<file path="config.mk">
export PLATFORM = sky130hd
export DESIGN_NAME = lru_page_replacement_unit
export DESIGN_NICKNAME = d
export VERILOG_FILES = /design/src/lpr_pkg.sv /design/src/lru_page_replacement_unit.sv /design/src/lpr_cell.sv /design/src/lpr_cfg.sv
export SDC_FILE = /design/constraint.sdc
export NUM_CORES = 1
export LEC_CHECK = 0
export BUFFER_PORTS_ARGS = -buffer_cell sky130_fd_sc_hd__buf_2
export CELL_PAD_IN_SITES_DETAIL_PLACEMENT = 0
export CELL_PAD_IN_SITES_GLOBAL_PLACEMENT = 2
export CORE_UTILIZATION = 35
export CTS_BUF_LIST = sky130_fd_sc_hd__clkbuf_8
export DETAILED_ROUTE_END_ITERATION = 8
export PLACE_DENSITY_LB_ADDON = 0.15
export RECOVER_POWER = 50
export SLEW_MARGIN = 20
export SYNTH_ARGS = -nofsm -noshare
export SYNTH_HDL_FRONTEND = slang
export SYNTH_SLANG_ARGS = --single-unit
</file>
<file path="constraint.sdc">
create_clock -name clk_i -period 6.7 [get_ports clk_i]
set_input_delay 0.67 -clock clk_i [delete_from_list [all_inputs] [get_ports clk_i]]
set_output_delay 0.67 -clock clk_i [all_outputs]
set_load 0.05 [all_outputs]
</file>
<file path="src/lpr_pkg.sv">
`default_nettype none
// ----------------------------------------------------------------------------
// lpr_pkg
// Shared types and constants for the LRU page replacement unit.
// ----------------------------------------------------------------------------
package lpr_pkg;

  // Configuration register file
  localparam int unsigned ADDR_W       = 3;
  localparam int unsigned DATA_W       = 32;
  localparam int unsigned SLOTS_CFG_W  = 4;
  localparam logic        REG_IDX_SLOTS = 1'b0;
  localparam logic [SLOTS_CFG_W-1:0] SLOTS_RESET = 4'd8;

  // Running counters
  localparam int unsigned CNT_W = 32;

  // Per-item control broadcast to every cell
  typedef struct packed {
    logic en;      // item accepted this cycle
    logic hit;     // page found in the stack
    logic append;  // miss with a free slot
  } cell_ctl_t;

endpackage
`default_nettype wire

</file>
<file path="src/lru_page_replacement_unit.sv">
`default_nettype none
// ----------------------------------------------------------------------------
// lru_page_replacement_unit
// Fully associative LRU page tracker built as a row of shift-stack cells.
// ----------------------------------------------------------------------------
// Result: registered; it is valid in the cycle after its item is accepted.
// Throughput: one item per cycle while results are taken; all cells compare and
//   shift in parallel in the accept cycle; the result register frees when taken.
// Reset: stack empty (fill count zero), hit and miss counts zero, slot limit 8.
//   No clearing pass; the block takes items right after reset.
// ----------------------------------------------------------------------------
module lru_page_replacement_unit
  import lpr_pkg::*;
#(
  parameter int unsigned SLOTS     = 8,
  parameter int unsigned PAGE_BITS = 16
) (
  input  wire logic                   clk_i,
  input  wire logic                   rst_ni,
  // configuration
  input  wire logic                   psel,
  input  wire logic                   penable,
  input  wire logic                   pwrite,
  input  wire logic [ADDR_W-1:0]      paddr,
  input  wire logic [DATA_W-1:0]      pwdata,
  output logic [DATA_W-1:0]           prdata,
  output logic                        pready,
  // reference items
  input  wire logic                   in_valid_i,
  output logic                        in_ready_o,
  input  wire logic [PAGE_BITS-1:0]   page_i,
  // results
  output logic                        out_valid_o,
  input  wire logic                   out_ready_i,
  output logic                        hit_o,
  output logic                        evicted_valid_o,
  output logic [PAGE_BITS-1:0]        evicted_page_o,
  output logic [CNT_W-1:0]            hit_total_o,
  output logic [CNT_W-1:0]            miss_total_o
);

  localparam int unsigned FW = $clog2(SLOTS + 1);

  logic [SLOTS_CFG_W-1:0] slots_cfg;
  logic [FW-1:0]          limit;

  logic [FW-1:0]          fill_q, fill_d;
  logic [CNT_W-1:0]       hit_cnt_q, hit_cnt_d;
  logic [CNT_W-1:0]       miss_cnt_q, miss_cnt_d;
  logic                   out_valid_q, out_valid_d;
  logic                   hit_q, hit_d;
  logic                   ev_q, ev_d;
  logic [PAGE_BITS-1:0]   ev_page_q, ev_page_d;

  logic                   accept;
  logic                   found;
  logic                   append;
  cell_ctl_t              ctl;

  logic [PAGE_BITS-1:0]   pages [SLOTS];
  logic [PAGE_BITS-1:0]   uppers [SLOTS];
  logic [SLOTS:0]         seen;
  logic [SLOTS-1:0]       match;

  lpr_cfg u_cfg (
    .clk_i   (clk_i),
    .rst_ni  (rst_ni),
    .psel    (psel),
    .penable (penable),
    .pwrite  (pwrite),
    .paddr   (paddr),
    .pwdata  (pwdata),
    .prdata  (prdata),
    .pready  (pready),
    .slots_o (slots_cfg)
  );

  // zero acts as one, anything above the built depth as the depth
  always_comb begin
    if (slots_cfg == '0) begin
      limit = FW'(1);
    end else if (int'(slots_cfg) > int'(SLOTS)) begin
      limit = FW'(SLOTS);
    end else begin
      limit = FW'(slots_cfg);
    end
  end

  assign in_ready_o = !out_valid_q || out_ready_i;
  assign accept     = in_valid_i && in_ready_o;

  assign seen[0] = 1'b0;
  assign found   = seen[SLOTS];
  assign append  = !found && (fill_q < limit);

  assign ctl.en     = accept;
  assign ctl.hit    = found;
  assign ctl.append = append;

  for (genvar k = 0; k < SLOTS; k++) begin : g_cell
    if (k == SLOTS - 1) begin : g_last
      assign uppers[k] = '0;
    end else begin : g_mid
      assign uppers[k] = pages[k+1];
    end

    lpr_cell #(
      .SLOTS     (SLOTS),
      .PAGE_BITS (PAGE_BITS),
      .IDX       (k)
    ) u_cell (
      .clk_i      (clk_i),
      .ctl_i      (ctl),
      .fill_i     (fill_q),
      .ref_page_i (page_i),
      .upper_i    (uppers[k]),
      .seen_i     (seen[k]),
      .seen_o     (seen[k+1]),
      .match_o    (match[k]),
      .page_o     (pages[k])
    );
  end

  always_comb begin
    fill_d      = fill_q;
    hit_cnt_d   = hit_cnt_q;
    miss_cnt_d  = miss_cnt_q;
    out_valid_d = out_valid_q;
    hit_d       = hit_q;
    ev_d        = ev_q;
    ev_page_d   = ev_page_q;
    if (out_valid_q && out_ready_i) begin
      out_valid_d = 1'b0;
    end
    if (accept) begin
      out_valid_d = 1'b1;
      hit_d       = found;
      ev_d        = !found && !append;
      ev_page_d   = (!found && !append) ? pages[0] : '0;
      if (found) begin
        if (hit_cnt_q != '1) begin
          hit_cnt_d = hit_cnt_q + CNT_W'(1);
        end
      end else begin
        if (miss_cnt_q != '1) begin
          miss_cnt_d = miss_cnt_q + CNT_W'(1);
        end
        if (append) begin
          fill_d = fill_q + FW'(1);
        end
      end
    end
  end

  always_ff @(posedge clk_i or negedge rst_ni) begin
    if (!rst_ni) begin
      fill_q      <= '0;
      hit_cnt_q   <= '0;
      miss_cnt_q  <= '0;
      out_valid_q <= 1'b0;
    end else begin
      fill_q      <= fill_d;
      hit_cnt_q   <= hit_cnt_d;
      miss_cnt_q  <= miss_cnt_d;
      out_valid_q <= out_valid_d;
    end
  end

  always_ff @(posedge clk_i) begin
    hit_q     <= hit_d;
    ev_q      <= ev_d;
    ev_page_q <= ev_page_d;
  end

  assign out_valid_o     = out_valid_q;
  assign hit_o           = hit_q;
  assign evicted_valid_o = ev_q;
  assign evicted_page_o  = ev_page_q;
  assign hit_total_o     = hit_cnt_q;
  assign miss_total_o    = miss_cnt_q;

  // a page is resident at most once
  a_single_match: assert property (@(posedge clk_i) disable iff (!rst_ni)
    $onehot0(match))
    else $error("more than one slot matches the reference");

  a_fill_bound: assert property (@(posedge clk_i) disable iff (!rst_ni)
    int'(fill_q) <= int'(SLOTS))
    else $error("fill count beyond built depth");

  a_fill_monotonic: assert property (@(posedge clk_i) disable iff (!rst_ni)
    accept |=> fill_q >= $past(fill_q))
    else $error("fill count dropped");

  a_hit_no_evict: assert property (@(posedge clk_i) disable iff (!rst_ni)
    out_valid_q |-> !(hit_q && ev_q))
    else $error("hit reported together with an eviction");

  a_evict_only_full: assert property (@(posedge clk_i) disable iff (!rst_ni)
    accept && !found && !append |-> fill_q != '0)
    else $error("eviction from an empty stack");

endmodule
`default_nettype wire

</file>
<file path="src/lpr_cell.sv">
`default_nettype none
// ----------------------------------------------------------------------------
// lpr_cell
// One slot of the LRU shift stack: holds a page, compares it against the
// reference and shifts down from its upper neighbor or loads the new page.
// ----------------------------------------------------------------------------
module lpr_cell
  import lpr_pkg::*;
#(
  parameter int unsigned SLOTS     = 8,
  parameter int unsigned PAGE_BITS = 16,
  parameter int unsigned IDX       = 0
) (
  input  wire logic                          clk_i,
  input  wire cell_ctl_t                     ctl_i,
  input  wire logic [$clog2(SLOTS+1)-1:0]    fill_i,
  input  wire logic [PAGE_BITS-1:0]          ref_page_i,
  input  wire logic [PAGE_BITS-1:0]          upper_i,
  input  wire logic                          seen_i,
  output logic                               seen_o,
  output logic                               match_o,
  output logic [PAGE_BITS-1:0]               page_o
);

  logic [PAGE_BITS-1:0] page_q, page_d;
  logic                 valid;
  logic                 is_top;
  logic                 is_free;
  logic                 shift_en;
  logic                 load_en;

  always_comb begin
    valid   = int'(fill_i) > int'(IDX);
    is_top  = int'(fill_i) == int'(IDX) + 1;
    is_free = int'(fill_i) == int'(IDX);
    match_o = valid && (page_q == ref_page_i);
    seen_o  = seen_i | match_o;
  end

  // On a hit only the cells at or above the matching one move down;
  // on an eviction every filled cell below the top moves down.
  always_comb begin
    shift_en = ctl_i.en && valid && !is_top &&
               (ctl_i.hit ? seen_o : !ctl_i.append);
    load_en  = ctl_i.en && (ctl_i.append ? is_free : is_top);
    page_d   = page_q;
    if (load_en) begin
      page_d = ref_page_i;
    end else if (shift_en) begin
      page_d = upper_i;
    end
  end

  always_ff @(posedge clk_i) begin
    page_q <= page_d;
  end

  assign page_o = page_q;

endmodule
`default_nettype wire

</file>
<file path="src/lpr_cfg.sv">
`default_nettype none
// ----------------------------------------------------------------------------
// lpr_cfg
// APB-style register file holding the slot limit.
// ----------------------------------------------------------------------------
module lpr_cfg
  import lpr_pkg::*;
(
  input  wire logic                   clk_i,
  input  wire logic                   rst_ni,
  input  wire logic                   psel,
  input  wire logic                   penable,
  input  wire logic                   pwrite,
  input  wire logic [ADDR_W-1:0]      paddr,
  input  wire logic [DATA_W-1:0]      pwdata,
  output logic [DATA_W-1:0]           prdata,
  output logic                        pready,
  output logic [SLOTS_CFG_W-1:0]      slots_o
);

  logic [SLOTS_CFG_W-1:0] slots_q, slots_d;
  logic                   sel_slots;

  assign sel_slots = (paddr[2] == REG_IDX_SLOTS);
  assign pready    = 1'b1;

  always_comb begin
    slots_d = slots_q;
    if (psel && penable && pwrite && sel_slots) begin
      slots_d = pwdata[SLOTS_CFG_W-1:0];
    end
  end

  always_comb begin
    prdata = '0;
    if (sel_slots) begin
      prdata = {{(DATA_W-SLOTS_CFG_W){1'b0}}, slots_q};
    end
  end

  always_ff @(posedge clk_i or negedge rst_ni) begin
    if (!rst_ni) begin
      slots_q <= SLOTS_RESET;
    end else begin
      slots_q <= slots_d;
    end
  end

  assign slots_o = slots_q;

endmodule
`default_nettype wire

</file>
==> metrics.csv <==
metric,value,unit
status,finished with violations,
violations,"capacitance limit, slew limit",
synthFlopType,edfxtp_1,
maxSlewHeadroom,-1.725,
cts_tree,done,
grt_max_degree,74,
synth-edff-count,146,
cts_root_buf,clkbuf_8,
clkTransAtPathRegs,0.06,ns
initial_core_util,0.3558,
hpwlAfterDp,19700,um
path_cells,inv_1 -> ha_1 -> nor2_1 -> a21oi_1 -> nor2_1 -> a22o_1 -> or4_1 -> nor3_1 -> clkbuf_1 -> a2bb2o_1 -> mux2_2,
r2r_end,g_cell[4].u_cell.page_o[4],
max-cap-violations,1,
p_comb_frac,0.276,
cts_hold_buf,0,
clkLatencyLatePin,0.56,ns
drt-total-wl,28250,um
die_area,34830,sq um
cpMaxStageDelayCell,clkbuf_1,
multi_input_area,5210,sq um
required,7.00,ns
io_pins,175,
cts_resized,0,
post-route-period-util,0.7796,
synth-seq-cells,219,
max_stage_delay,1.08,ns
post-cts-setup-buffer-count,0,
final.setup_skew,0.03125,ns
cellPowerDensity,335.5,nW/um^2
fin_crit,5.223,ns
drive_gt1_frac,0.1582,
areaGrowthSynthToFinish,11.80,%
regToRegStartpoint,fill_q[1],
setup_violations,0,
yosysTopAreaCell,edfxtp_1,
cp_common_cell,nor2_1,
grt_first_pass_wirelength,45260,um
wl_per_cell,17.53,um
cts_inserted_buffers,42,
irDropWorstVdd,0.1377,mV
hold_class,in -> reg,
diodes,0,
clock_power_share,0.274,
p_leak,5.102,nW
worstMarginPinSlew,4.087,ns
layout.nets,1201,
cp_max_fo,32,
gp_congestion,0.7438,
yosysUniqueCellTypes,54,
rsz0062_at_grt,false,
dieHeight,186.6,um
hold_path_depth,2,
syn_area,11930,sq um
cts.sinks,219,
drtIter0Drc,357,
ant_nets,0,
hold_violations,0,
cp.arrival,5.52,ns
reg2reg_setup_slack,1.48,ns
async_flop_share,0.3333,
hold_start,in_valid_i,
final-seq-area,6212,sq um
htreeDepth,2,
drc,0,
dr.pass1.iters,4,
layout_commonest_cell,edfxtp_1,
share_seq_of_total_power,0.449,
fmax,191.5,MHz
whs,0.3372,ns
rows,67,
netlist_instances,1035,
viasPerCell,4.839,
core,33530,sq um
end_kind,flip-flop,
cp-start-kind,flip-flop,
num-fill-cells,3386,
ys_warn_count,0,
postSynthAreaPerCell,11.53,sq um
netSwitchingFraction,0.3470,
antenna_found_initial,0,
die-width,186.6,um
path_buf_inv,2,
p_sw,1.553,mW
final.setup.tns,0,ns
p_int,2.922,mW
yosysSeqAreaShare,0.5207,
cts_max_path_buffers,3,
min_to,out_valid_o,
grt_overflow,0,
criticalPathCategory,reg -> reg,
grt_pass1_vias,7965,
slew_viol_final,74,
via_count,7796,
globalRouteTotalUtil,0.1639,
port_buffers,115,
path_delay_family,compound AO/OA/AOI/OAI gates,
r2r_cells,11,
final_cell_mix,"edfxtp_1, xnor2_1, clkbuf_1",
synthTopCellsByArea,"edfxtp_1, dfrtp_1, mux2_2",
synth_top_area_share,0.3674,
-- how the worst max path moves through the flow --
stage / from / endpoint / slack [ns] / cells after the start
CTS: fill_q[1] / g_cell[0].u_cell.page_o[9] / 1.82 / 10
finish: fill_q[1] / g_cell[4].u_cell.page_o[4] / 1.48 / 11
global route: fill_q[1] / g_cell[4].u_cell.page_o[13] / 1.04 / 11
global placement: page_i[8] / g_cell[0].u_cell.page_o[2] / 1.76 / 9
floorplan: page_i[3] / g_cell[0].u_cell.page_o[0] / 0.87 / 12
detailed placement: page_i[8] / g_cell[0].u_cell.page_o[10] / 1.73 / 9
-- cells by family after synthesis --
group,share of synthesized area
buf+inv,0.05547
simple gates,0.1408
fa+ha+maj,0.009438
flops,0.5207
compound gates,0.04404
other cells,0.0006294
xor+xnor,0.1417
mux,0.08725
-- area by class of cell --
type	count	area share
flip-flops and latches	219	0.4657
clock inverters	28	0.01069
repair buffers	125	0.03921
inverters	19	0.005347
clock buffers	45	0.04643
well taps	448	0.04202
multi-input cells	727	0.3906
-- synth_stat cells, types with 24 or more instances --
| cell type | instances |
|---|---|
| o22ai_1 | 32 |
| nor2_1 | 46 |
| xor2_1 | 88 |
| nor4_1 | 24 |
| buf_4 | 49 |
| nor3_1 | 31 |
| nand4_1 | 37 |
| edfxtp_1 | 146 |
| dfrtp_1 | 72 |
| nand3_1 | 36 |
| and3_1 | 37 |
| nand2_1 | 85 |
| xnor2_1 | 105 |
| mux2_2 | 86 |
-- state kept, by name (all words and copies together) (netlist names), 4 cells and up --
register and count:
u_cfg.slots_o 4, g_cell.u_cell.page_o 128, evicted_page_o 16, hit_total_o 32
fill_q 4, miss_total_o 32
-- per-stage QoR --
stage,instance area (sq um),cells,power (mW),setup WS (ns),utilization
2_1_floorplan,12030,1062,2.968,0.8737,-
5_1_grt,13340,1611,4.726,1.037,0.3978
3_5_place_dp,12680,1538,3.285,1.733,0.3781
3_3_place_gp,12680,1538,3.282,1.759,0.3781
6_report,13340,1611,4.475,1.477,0.3978
4_1_cts,13440,1611,4.542,1.824,0.4008
-- per-layer routing --
| metal | track usage | routed length [um] |
|---|---|---|
| met1 | 0.2123 | 12750 |
| met2 | 0.2787 | 13720 |
| met3 | 0.02727 | 1185 |
| met4 | 0.05202 | 599 |
| met5 | 0 | 0 |
-- power groups by stage --
stage                     logic (mW)  clock network [mW]  registers [mW]
after detailed placement        1.25                   0            2.03
final                           1.24                1.23            2.01
after global placement          1.25                   0            2.03
after global routing            1.36                1.33            2.04
after floorplan                0.838                   0            2.13
after CTS                       1.26                1.27            2.01
Note: power is estimated with default switching activity, not from simulation.
